===== src/hdl/md5_pkg.sv =====
// md5 digest engine shared package: constants, queue entry type, round tables
// no dependencies
package md5_pkg;

  localparam logic [31:0] InitA = 32'h67452301;
  localparam logic [31:0] InitB = 32'hefcdab89;
  localparam logic [31:0] InitC = 32'h98badcfe;
  localparam logic [31:0] InitD = 32'h10325476;
  localparam logic [7:0]  PadByte = 8'h80;

  // queue entry from front to back
  typedef struct packed {
    logic [7:0] data_byte;
    logic       has_byte;
    logic       last;
  } md5_item_t;

  localparam int unsigned QDepth = 2;
  localparam int unsigned QPtrW  = 1;

  function automatic logic [31:0] sine_k(input logic [5:0] r);
    logic [31:0] k;
    case (r)
      6'd0: k = 32'hd76aa478; 6'd1: k = 32'he8c7b756; 6'd2: k = 32'h242070db;
      6'd3: k = 32'hc1bdceee; 6'd4: k = 32'hf57c0faf; 6'd5: k = 32'h4787c62a;
      6'd6: k = 32'ha8304613; 6'd7: k = 32'hfd469501; 6'd8: k = 32'h698098d8;
      6'd9: k = 32'h8b44f7af; 6'd10: k = 32'hffff5bb1; 6'd11: k = 32'h895cd7be;
      6'd12: k = 32'h6b901122; 6'd13: k = 32'hfd987193; 6'd14: k = 32'ha679438e;
      6'd15: k = 32'h49b40821; 6'd16: k = 32'hf61e2562; 6'd17: k = 32'hc040b340;
      6'd18: k = 32'h265e5a51; 6'd19: k = 32'he9b6c7aa; 6'd20: k = 32'hd62f105d;
      6'd21: k = 32'h02441453; 6'd22: k = 32'hd8a1e681; 6'd23: k = 32'he7d3fbc8;
      6'd24: k = 32'h21e1cde6; 6'd25: k = 32'hc33707d6; 6'd26: k = 32'hf4d50d87;
      6'd27: k = 32'h455a14ed; 6'd28: k = 32'ha9e3e905; 6'd29: k = 32'hfcefa3f8;
      6'd30: k = 32'h676f02d9; 6'd31: k = 32'h8d2a4c8a; 6'd32: k = 32'hfffa3942;
      6'd33: k = 32'h8771f681; 6'd34: k = 32'h6d9d6122; 6'd35: k = 32'hfde5380c;
      6'd36: k = 32'ha4beea44; 6'd37: k = 32'h4bdecfa9; 6'd38: k = 32'hf6bb4b60;
      6'd39: k = 32'hbebfbc70; 6'd40: k = 32'h289b7ec6; 6'd41: k = 32'heaa127fa;
      6'd42: k = 32'hd4ef3085; 6'd43: k = 32'h04881d05; 6'd44: k = 32'hd9d4d039;
      6'd45: k = 32'he6db99e5; 6'd46: k = 32'h1fa27cf8; 6'd47: k = 32'hc4ac5665;
      6'd48: k = 32'hf4292244; 6'd49: k = 32'h432aff97; 6'd50: k = 32'hab9423a7;
      6'd51: k = 32'hfc93a039; 6'd52: k = 32'h655b59c3; 6'd53: k = 32'h8f0ccc92;
      6'd54: k = 32'hffeff47d; 6'd55: k = 32'h85845dd1; 6'd56: k = 32'h6fa87e4f;
      6'd57: k = 32'hfe2ce6e0; 6'd58: k = 32'ha3014314; 6'd59: k = 32'h4e0811a1;
      6'd60: k = 32'hf7537e82; 6'd61: k = 32'hbd3af235; 6'd62: k = 32'h2ad7d2bb;
      default: k = 32'heb86d391;
    endcase
    return k;
  endfunction

  function automatic logic [4:0] rot_amt(input logic [5:0] r);
    logic [4:0] s;
    case ({r[5:4], r[1:0]})
      4'd0: s = 5'd7;   4'd1: s = 5'd12;  4'd2: s = 5'd17;  4'd3: s = 5'd22;
      4'd4: s = 5'd5;   4'd5: s = 5'd9;   4'd6: s = 5'd14;  4'd7: s = 5'd20;
      4'd8: s = 5'd4;   4'd9: s = 5'd11;  4'd10: s = 5'd16; 4'd11: s = 5'd23;
      4'd12: s = 5'd6;  4'd13: s = 5'd10; 4'd14: s = 5'd15; default: s = 5'd21;
    endcase
    return s;
  endfunction

endpackage


===== src/hdl/md5_front.sv =====
// md5 front end: takes input beats, drops empty ones, queues the rest
// depends on md5_pkg
module md5_front (
  input  logic             clk_i,
  input  logic             rst_ni,
  input  logic             s_axis_tvalid,
  output logic             s_axis_tready,
  input  logic [7:0]       s_axis_tdata,
  input  logic             s_axis_tuser,
  input  logic             s_axis_tlast,
  output logic             q_valid_o,
  input  logic             q_pop_i,
  output md5_pkg::md5_item_t q_item_o
);

  md5_pkg::md5_item_t         mem_q [md5_pkg::QDepth];
  logic [md5_pkg::QPtrW-1:0]  wr_q, wr_d, rd_q, rd_d;
  logic [md5_pkg::QPtrW:0]    cnt_q, cnt_d;
  logic                       push;

  assign s_axis_tready = (cnt_q < (md5_pkg::QPtrW+1)'(md5_pkg::QDepth));
  // beats with neither byte nor last do nothing
  assign push = s_axis_tvalid && s_axis_tready && (s_axis_tuser || s_axis_tlast);
  assign q_valid_o = (cnt_q != '0);
  assign q_item_o  = mem_q[rd_q];

  always_comb begin
    wr_d  = push ? wr_q + 1'b1 : wr_q;
    rd_d  = q_pop_i ? rd_q + 1'b1 : rd_q;
    cnt_d = cnt_q + (md5_pkg::QPtrW+1)'(push) - (md5_pkg::QPtrW+1)'(q_pop_i);
  end

  always_ff @(posedge clk_i or negedge rst_ni) begin
    if (!rst_ni) begin
      wr_q <= '0; rd_q <= '0; cnt_q <= '0;
    end else begin
      wr_q <= wr_d; rd_q <= rd_d; cnt_q <= cnt_d;
    end
  end

  // queue storage
  always_ff @(posedge clk_i) begin
    if (push) begin
      mem_q[wr_q] <= '{data_byte: s_axis_tdata, has_byte: s_axis_tuser,
                       last: s_axis_tlast};
    end
  end

endmodule


===== src/hdl/md5_back.sv =====
// md5 back end: byte packing, padding sequencer, one round per cycle, output reg
// depends on md5_pkg
module md5_back (
  input  logic               clk_i,
  input  logic               rst_ni,
  input  logic               q_valid_i,
  output logic               q_pop_o,
  input  md5_pkg::md5_item_t q_item_i,
  output logic               m_axis_tvalid,
  input  logic               m_axis_tready,
  output logic [127:0]       m_axis_tdata
);

  localparam logic [2:0] StIdle = 3'd0;
  localparam logic [2:0] StPad  = 3'd1;
  localparam logic [2:0] StLen  = 3'd2;
  localparam logic [2:0] StComp = 3'd3;
  localparam logic [2:0] StAdd  = 3'd4;
  localparam logic [2:0] StOut  = 3'd5;
  localparam logic [2:0] StZero = 3'd6;

  logic [2:0]  st_q, st_d, ret_q, ret_d;
  logic [31:0] blk_q [16];
  logic [31:0] ha_q, hb_q, hc_q, hd_q;
  logic [31:0] ra_q, rb_q, rc_q, rd_q;
  logic [5:0]  rnd_q, pos_q;
  logic [63:0] bits_q, len_q;
  logic        ovalid_q;
  logic [127:0] odata_q;

  logic        wr_en;
  logic [7:0]  wr_byte;
  logic [3:0]  g;
  logic [31:0] f, sum, rot;
  logic [4:0]  sh;
  logic        out_load;

  // message word index and round function
  always_comb begin
    case (rnd_q[5:4])
      2'd0: begin f = (rb_q & rc_q) | (~rb_q & rd_q); g = rnd_q[3:0]; end
      2'd1: begin
        f = (rd_q & rb_q) | (~rd_q & rc_q);
        g = 4'(rnd_q * 3'd5 + 1'b1);
      end
      2'd2: begin f = rb_q ^ rc_q ^ rd_q; g = 4'(rnd_q * 2'd3 + 3'd5); end
      default: begin f = rc_q ^ (rb_q | ~rd_q); g = 4'(rnd_q * 3'd7); end
    endcase
    sh  = md5_pkg::rot_amt(rnd_q);
    sum = ra_q + f + md5_pkg::sine_k(rnd_q) + blk_q[g];
    rot = (sum << sh) | (sum >> (6'd32 - {1'b0, sh}));
  end

  // sequencer: one byte per cycle into the block while no block is compressed and bytes are queued, 64 rounds per block
  always_comb begin
    st_d    = st_q;
    ret_d   = ret_q;
    q_pop_o = 1'b0;
    wr_en   = 1'b0;
    wr_byte = q_item_i.data_byte;
    case (st_q)
      StIdle: begin
        if (q_valid_i) begin
          q_pop_o = 1'b1;
          if (q_item_i.has_byte) begin
            wr_en = 1'b1;
            if (pos_q == 6'd63) begin
              st_d  = StComp;
              ret_d = q_item_i.last ? StPad : StIdle;
            end else if (q_item_i.last) begin
              st_d = StPad;
            end
          end else begin
            st_d = StPad;
          end
        end
      end
      StPad: begin
        wr_en   = 1'b1;
        wr_byte = md5_pkg::PadByte;
        if (pos_q == 6'd63) begin
          st_d = StComp; ret_d = StLen;
        end else if (pos_q > 6'd55) st_d = StZero;
        else st_d = StLen;
      end
      // no room for the length: zero the rest of this block
      StZero: begin
        wr_en   = 1'b1;
        wr_byte = 8'h00;
        if (pos_q == 6'd63) begin
          st_d = StComp; ret_d = StLen;
        end
      end
      StLen: begin
        wr_en   = 1'b1;
        wr_byte = (pos_q < 6'd56) ? 8'h00 : len_q[8*pos_q[2:0] +: 8];
        if (pos_q == 6'd63) begin
          st_d = StComp; ret_d = StOut;
        end
      end
      StComp: if (rnd_q == 6'd63) st_d = StAdd;
      StAdd: st_d = ret_q;
      StOut: if (!ovalid_q || m_axis_tready) st_d = StIdle;
      default: st_d = StIdle;
    endcase
  end

  assign out_load = (st_q == StOut) && (!ovalid_q || m_axis_tready);

  always_ff @(posedge clk_i or negedge rst_ni) begin
    if (!rst_ni) begin
      st_q <= StIdle; ret_q <= StIdle;
      ha_q <= md5_pkg::InitA; hb_q <= md5_pkg::InitB;
      hc_q <= md5_pkg::InitC; hd_q <= md5_pkg::InitD;
      ra_q <= '0; rb_q <= '0; rc_q <= '0; rd_q <= '0;
      rnd_q <= '0; pos_q <= '0; bits_q <= '0; len_q <= '0;
      ovalid_q <= 1'b0;
    end else begin
      st_q  <= st_d;
      ret_q <= ret_d;
      if (out_load) ovalid_q <= 1'b1;
      else if (m_axis_tready) ovalid_q <= 1'b0;
      if (wr_en) begin
        pos_q <= pos_q + 1'b1;
        if (pos_q == 6'd63) begin
          ra_q <= ha_q; rb_q <= hb_q; rc_q <= hc_q; rd_q <= hd_q;
        end
      end
      if (st_q == StIdle && q_pop_o) begin
        if (q_item_i.has_byte) begin
          bits_q <= bits_q + 64'd8;
          len_q  <= bits_q + 64'd8;
        end else begin
          len_q <= bits_q;
        end
      end
      if (st_q == StComp) begin
        ra_q <= rd_q; rd_q <= rc_q; rc_q <= rb_q; rb_q <= rb_q + rot;
        rnd_q <= rnd_q + 1'b1;
      end
      if (st_q == StAdd) begin
        ha_q <= ha_q + ra_q; hb_q <= hb_q + rb_q;
        hc_q <= hc_q + rc_q; hd_q <= hd_q + rd_q;
      end
      // digest out and engine back to reset state
      if (out_load) begin
        ha_q <= md5_pkg::InitA; hb_q <= md5_pkg::InitB;
        hc_q <= md5_pkg::InitC; hd_q <= md5_pkg::InitD;
        ra_q <= '0; rb_q <= '0; rc_q <= '0; rd_q <= '0;
        pos_q <= '0; bits_q <= '0;
      end
    end
  end

  // block buffer write, little-endian bytes
  always_ff @(posedge clk_i) begin
    if (wr_en) blk_q[pos_q[5:2]][8*pos_q[1:0] +: 8] <= wr_byte;
    if (out_load)
      odata_q <= {hd_q, hc_q, hb_q, ha_q};
  end

  assign m_axis_tvalid = ovalid_q;
  assign m_axis_tdata  = odata_q;

endmodule


===== src/hdl/md5_digest_engine.sv =====
// md5 digest engine top level: front queue plus back compression sequencer
// depends on md5_pkg, md5_front, md5_back
//
// usage: stream a message one byte per slave beat (tuser = byte present,
// tlast = end of message). a beat with tlast and no byte closes the
// message as it stands; a beat with neither is dropped.
// the master channel gives one beat per message holding digest a..d.
// each byte is written into the block by the back end; each full block
// then takes 64 rounds plus one add step.
// the last beat adds padding writes (spilling into a second block when
// the length does not fit), the rounds for one or two blocks and a load
// of the output register before the digest is shown.
// the round loop, one md5 round per cycle, sets the rate.
// a two-entry queue parts the input from the sequencer, so beats are
// taken while a block is compressed until the queue fills.
// reset clears the chaining values to the md5 initial constants.
// when the receiver stalls, the digest waits in the output register and
// the next message may still queue up at the input.
module md5_digest_engine (
  input  logic         clk_i,
  input  logic         rst_ni,
  input  logic         s_axis_tvalid,
  output logic         s_axis_tready,
  input  logic [7:0]   s_axis_tdata,   // data_byte
  input  logic         s_axis_tuser,   // has_byte
  input  logic         s_axis_tlast,
  output logic         m_axis_tvalid,
  input  logic         m_axis_tready,
  output logic [127:0] m_axis_tdata    // digest_a, digest_b, digest_c, digest_d
);

  logic               q_valid, q_pop;
  md5_pkg::md5_item_t q_item;

  md5_front u_front (
    .clk_i, .rst_ni, .s_axis_tvalid, .s_axis_tready, .s_axis_tdata,
    .s_axis_tuser, .s_axis_tlast,
    .q_valid_o(q_valid), .q_pop_i(q_pop), .q_item_o(q_item)
  );

  md5_back u_back (
    .clk_i, .rst_ni, .q_valid_i(q_valid), .q_pop_o(q_pop), .q_item_i(q_item),
    .m_axis_tvalid, .m_axis_tready, .m_axis_tdata
  );

  // never pop an empty queue
  a_pop_valid: assert property (@(posedge clk_i) disable iff (!rst_ni)
    q_pop |-> q_valid) else $error("pop from empty queue");

  // a stalled digest holds
  a_out_hold: assert property (@(posedge clk_i) disable iff (!rst_ni)
    m_axis_tvalid && !m_axis_tready |=> m_axis_tvalid && $stable(m_axis_tdata))
    else $error("digest changed under stall");

endmodule


===== config.mk =====
export PLATFORM = sky130hd
export DESIGN_NAME = md5_digest_engine
export DESIGN_NICKNAME = d
export VERILOG_FILES = /design/src/hdl/md5_pkg.sv /design/src/hdl/md5_front.sv /design/src/hdl/md5_back.sv /design/src/hdl/md5_digest_engine.sv
export SDC_FILE = /design/constraint.sdc
export NUM_CORES = 2
export LEC_CHECK = 0
export ABC_AREA = 0
export BUFFER_PORTS_ARGS = -buffer_cell sky130_fd_sc_hd__buf_2
export CORE_ASPECT_RATIO = 1.4
export CORE_MARGIN = 4
export CORE_UTILIZATION = 45
export DETAILED_ROUTE_END_ITERATION = 8
export PLACE_DENSITY = 0.73
export SYNTH_ARGS = -nofsm -noshare
export SYNTH_HDL_FRONTEND = slang
export SYNTH_HIERARCHICAL = 1
export SYNTH_SLANG_ARGS = --single-unit

===== constraint.sdc =====
create_clock -name clk_i -period 9.3 [get_ports clk_i]
set_input_delay 0.465 -clock clk_i [delete_from_list [all_inputs] [get_ports clk_i]]
set_output_delay 0.465 -clock clk_i [all_outputs]
set_load 0.01 [all_outputs]

==> impl_metrics.csv <==
group,metric,value,unit
layout,area_growth,18.2,%
setup_path,critPathMaxStageDelay,0.53,ns
timing,slew_headroom,14.2,%
floorplan,io-pin-count,144,
timing,finalWorstSetupSlack,0.200,ns
setup_path,path_max_fanout,6,
logic_synthesis,synthXorXnorAreaFrac,4.41,%
global_route,grt_overflow_total,0,
timing,max_freq,110,MHz
route,route.detailed.drc,0,
setup_path,reg2reg_from,"u_back/rnd_q[1]",
logic_synthesis,ys_types,88,
setup_path,worst-r2r-setup-slack,0.20,ns
route,vias,50872,
clock_tree,insertion_delay,0.78,ns
placed_design,place.port_buffers,143,
layout,final_area,73800,um2
timing,finalSetupViolCount,0,
logic_synthesis,synth_seq_cells,1061,
logic_synthesis,syn_inst,5925,
power_and_ir_drop,leakage,27.3,nW
route,first_pass_iters,6,
logic_synthesis,postSynth.topFlopCell,"edfxtp_1",
logic_synthesis,synth-compound-area-share,15.5,%
logic_synthesis,yosys_warnings,6,
timing,fin_skew,0.0471,ns
job,drv_cap,0,
timing,final_hold_viol_count,0,
clock_tree,cts_root_buffer,"clkbuf_16",
min_path,hp-class,"in -> reg",
floorplan,die_w,323,um
setup_path,crit_path_end_kind,"register",
global_route,grt_start_max_net_pins,153,
setup_path,critPathLaunch,"u_back/rnd_q[1]",
clock_tree,cts_sinks,1061,
setup_path,ff2ff_path_depth,44,
timing,min_period,9.10,ns
logic_synthesis,synth.area.mux_share,9.49,%
logic_synthesis,synth-edff-count,660,
power_and_ir_drop,power,9.58,mW
setup_path,required,9.93,ns
logic_synthesis,synth_top_family_by_area,"compound AO/OA/AOI/OAI gates",
route,wl,216,mm
floorplan,fp.coreArea,138000,um2
setup_path,cpMostUsedCell,"buf_4",
power_and_ir_drop,vdd_ir_drop_max,0.162,mV
setup_path,arrival,9.73,ns
clock_tree,cts_buffer_depth,3,
layout,mostFrequentLayoutCell,"edfxtp_1",
floorplan,die_y,449,um
placed_design,place_area,69400,um2
global_route,grt_usage,29.4,%
clock_tree,tritoncts,"built",
logic_synthesis,ys_async_sr_fraction,37.8,%
timing,slew_violations,0,
placed_design,place_congestion,1.02,
setup_path,worst_path_max_delay_cell,"fa_1",
placed_design,dp_hpwl,161,mm
layout,fin_cells,8385,
outcome,status,"finished clean",
setup_path,startpoint_type,"register",
logic_synthesis,synthesis.area,62400,um2
floorplan,start_util,45.4,%
placed_design,placedCellCount,8156,
global_route,antenna_found_initial,5,
layout,fill_cells,11776,
logic_synthesis,syn_nets,6233,
clock_tree,cts_buffers,104,
clock_tree,clk_pin_slew,0.06,ns
route,wire_per_inst,25.8,um
placed_design,dp_slack,-0.244,ns
route,ant_nets,0,
timing,tightest_slew,1.27,ns
route,vias_per_cell,6.07,
setup_path,r2r-end,"u_back/rb_q[21]",
global_route,grt_pass1_wl,320,mm
logic_synthesis,synth-adder-area-share,6.72,%
floorplan,num_rows,161,
timing,hold_slack,0.133,ns
setup_path,crit_path_end,"u_back/rb_q[21]",
layout,final_nets,6810,
route,drt_iter0_drc,4798,
layout,drive_above_1_share,21.0,%
global_route,grt_pass1_vias,50764,
logic_synthesis,synth_simple_gate_area_share,12.6,%
floorplan,dieArea,145000,um2
power_and_ir_drop,power_density,130,nW/um2
logic_synthesis,synth_area_per_cell,10.5,um2
layout,final_cell_mix,"edfxtp_1, nand2_1, buf_4",
setup_path,path_class,"reg -> reg",
clock_tree,htree_levels,3,
logic_synthesis,ys_seq_area_share,48.0,%
timing,period_share,97.8,%
## registers in the layout (all words and copies together) (netlist names), 2 cells and up
| register | cells |
|---|---|
| u_back/len_q | 61 |
| u_back/hd_q | 32 |
| u_back/ret_q | 3 |
| u_back/rc_q | 32 |
| u_back/ra_q | 32 |
| u_back/rd_q | 32 |
| u_back/m_axis_tdata | 128 |
| u_back/blk_q | 512 |
| u_front/cnt_q | 2 |
| u_back/ha_q | 32 |
| u_back/hc_q | 32 |
| u_back/bits_q | 61 |
| u_back/hb_q | 32 |
| u_back/rb_q | 32 |
| u_back/rnd_q | 6 |
| u_front/mem_q | 20 |
| u_back/st_q | 3 |
| u_back/pos_q | 6 |
## critical path, delay by kind of cell (launching register included)
family / cells / cell delay [ns]
adders and majority gates: 5 / 1.87
AOI/OAI and AO/OA: 18 / 3.72
buffers and inverters: 13 / 1.73
xor gates and xnor gates: 1 / 0.14
and+or+nand+nor: 6 / 0.74
DFF: 1 / 0.42
muxes: 1 / 0.33
## layer usage
layer	GRT usage [%]	routed length, um	vias to the layer above
met1	31.4	73900	24925
met5	0	30	-
li1	-	-	22980
met2	50.3	106000	2191
met4	24.8	22500	4
met3	5.30	13700	772
## worst min-delay path by stage
stage	startpoint	to	cells after the start
CTS	s_axis_tvalid	u_front/cnt_q[1]	4
global placement	rst_ni	u_back/ha_q[23]	1
floorplan	rst_ni	u_back/bits_q[10]	0
detailed placement	rst_ni	u_back/ha_q[23]	1
finish	s_axis_tvalid	u_front/cnt_q[1]	4
global route	s_axis_tvalid	u_front/cnt_q[1]	4
## cell families (layout without fill, tap and decap cells)
| family | after synthesis | after routing |
|---|---|---|
| other | 0 | 1 |
| and+or+nand+nor | 1764 | 1764 |
| AOI/OAI and AO/OA | 1547 | 1547 |
| DFF | 1061 | 1061 |
| adders and majority gates | 294 | 294 |
| muxes | 404 | 404 |
| buffers and inverters | 544 | 1210 |
| xor gates and xnor gates | 311 | 311 |
## timing repair
action	4_1_cts	5_1_grt
cloned	0	0
setup endpoints to repair	10	23
hold buffers	11	0
resized for setup	25	127
hold endpoints to repair	56	0
pin swaps	5	38
buffers inserted	5	17
## layout make-up
cell class | count | area [um2] | share of cell area [%]
Timing Repair Buffer | 819 | 6270 | 8.51
Sequential cell | 1061 | 29900 | 40.6
Clock inverter | 69 | 777 | 1.05
Multi-Input combinational cell | 4320 | 31000 | 42.0
Inverter | 196 | 746 | 1.01
Antenna cell | 1 | 2.50 | 0.00339
Clock buffer | 126 | 2770 | 3.75
Tap cell | 1793 | 2240 | 3.04
## synthesized netlist by cell type (77+ instances only)
library cell | instances | share of area (%)
edfxtp_1 | 660 | 32
nand2_1 | 653 | 3.9
nor2_1 | 530 | 3.2
o21ai_0 | 451 | 3.6
a21oi_1 | 369 | 3.0
dfrtp_1 | 337 | 14
clkbuf_1 | 268 | 1.6
mux2i_1 | 233 | 3.7
ha_1 | 225 | 4.5
a211oi_1 | 208 | 2.5
inv_1 | 190 | 1.1
xnor2_1 | 178 | 2.5
nand3_1 | 168 | 1.3
mux4_2 | 148 | 5.3
xor2_1 | 131 | 1.8
a21o_1 | 97 | 1.2
o211ai_1 | 89 | 1.1
a31oi_1 | 77 | 0.77
nor3_1 | 77 | 0.62
## metrics by stage
stage	utilization (%)	setup TNS (ns)
floorplan	-	0
global placement	50.5	-0.185
detailed placement	50.5	-1.13
CTS	53.2	-0.00108
global route	53.6	-0.509
finish	53.6	0
## power by group
group | switching [mW] | internal, mW
Clock | 1.94 | 2.43
Combinational | 0.142 | 0.0527
Sequential | 0.00932 | 5.01
Note: power is estimated with default switching activity, not from simulation.
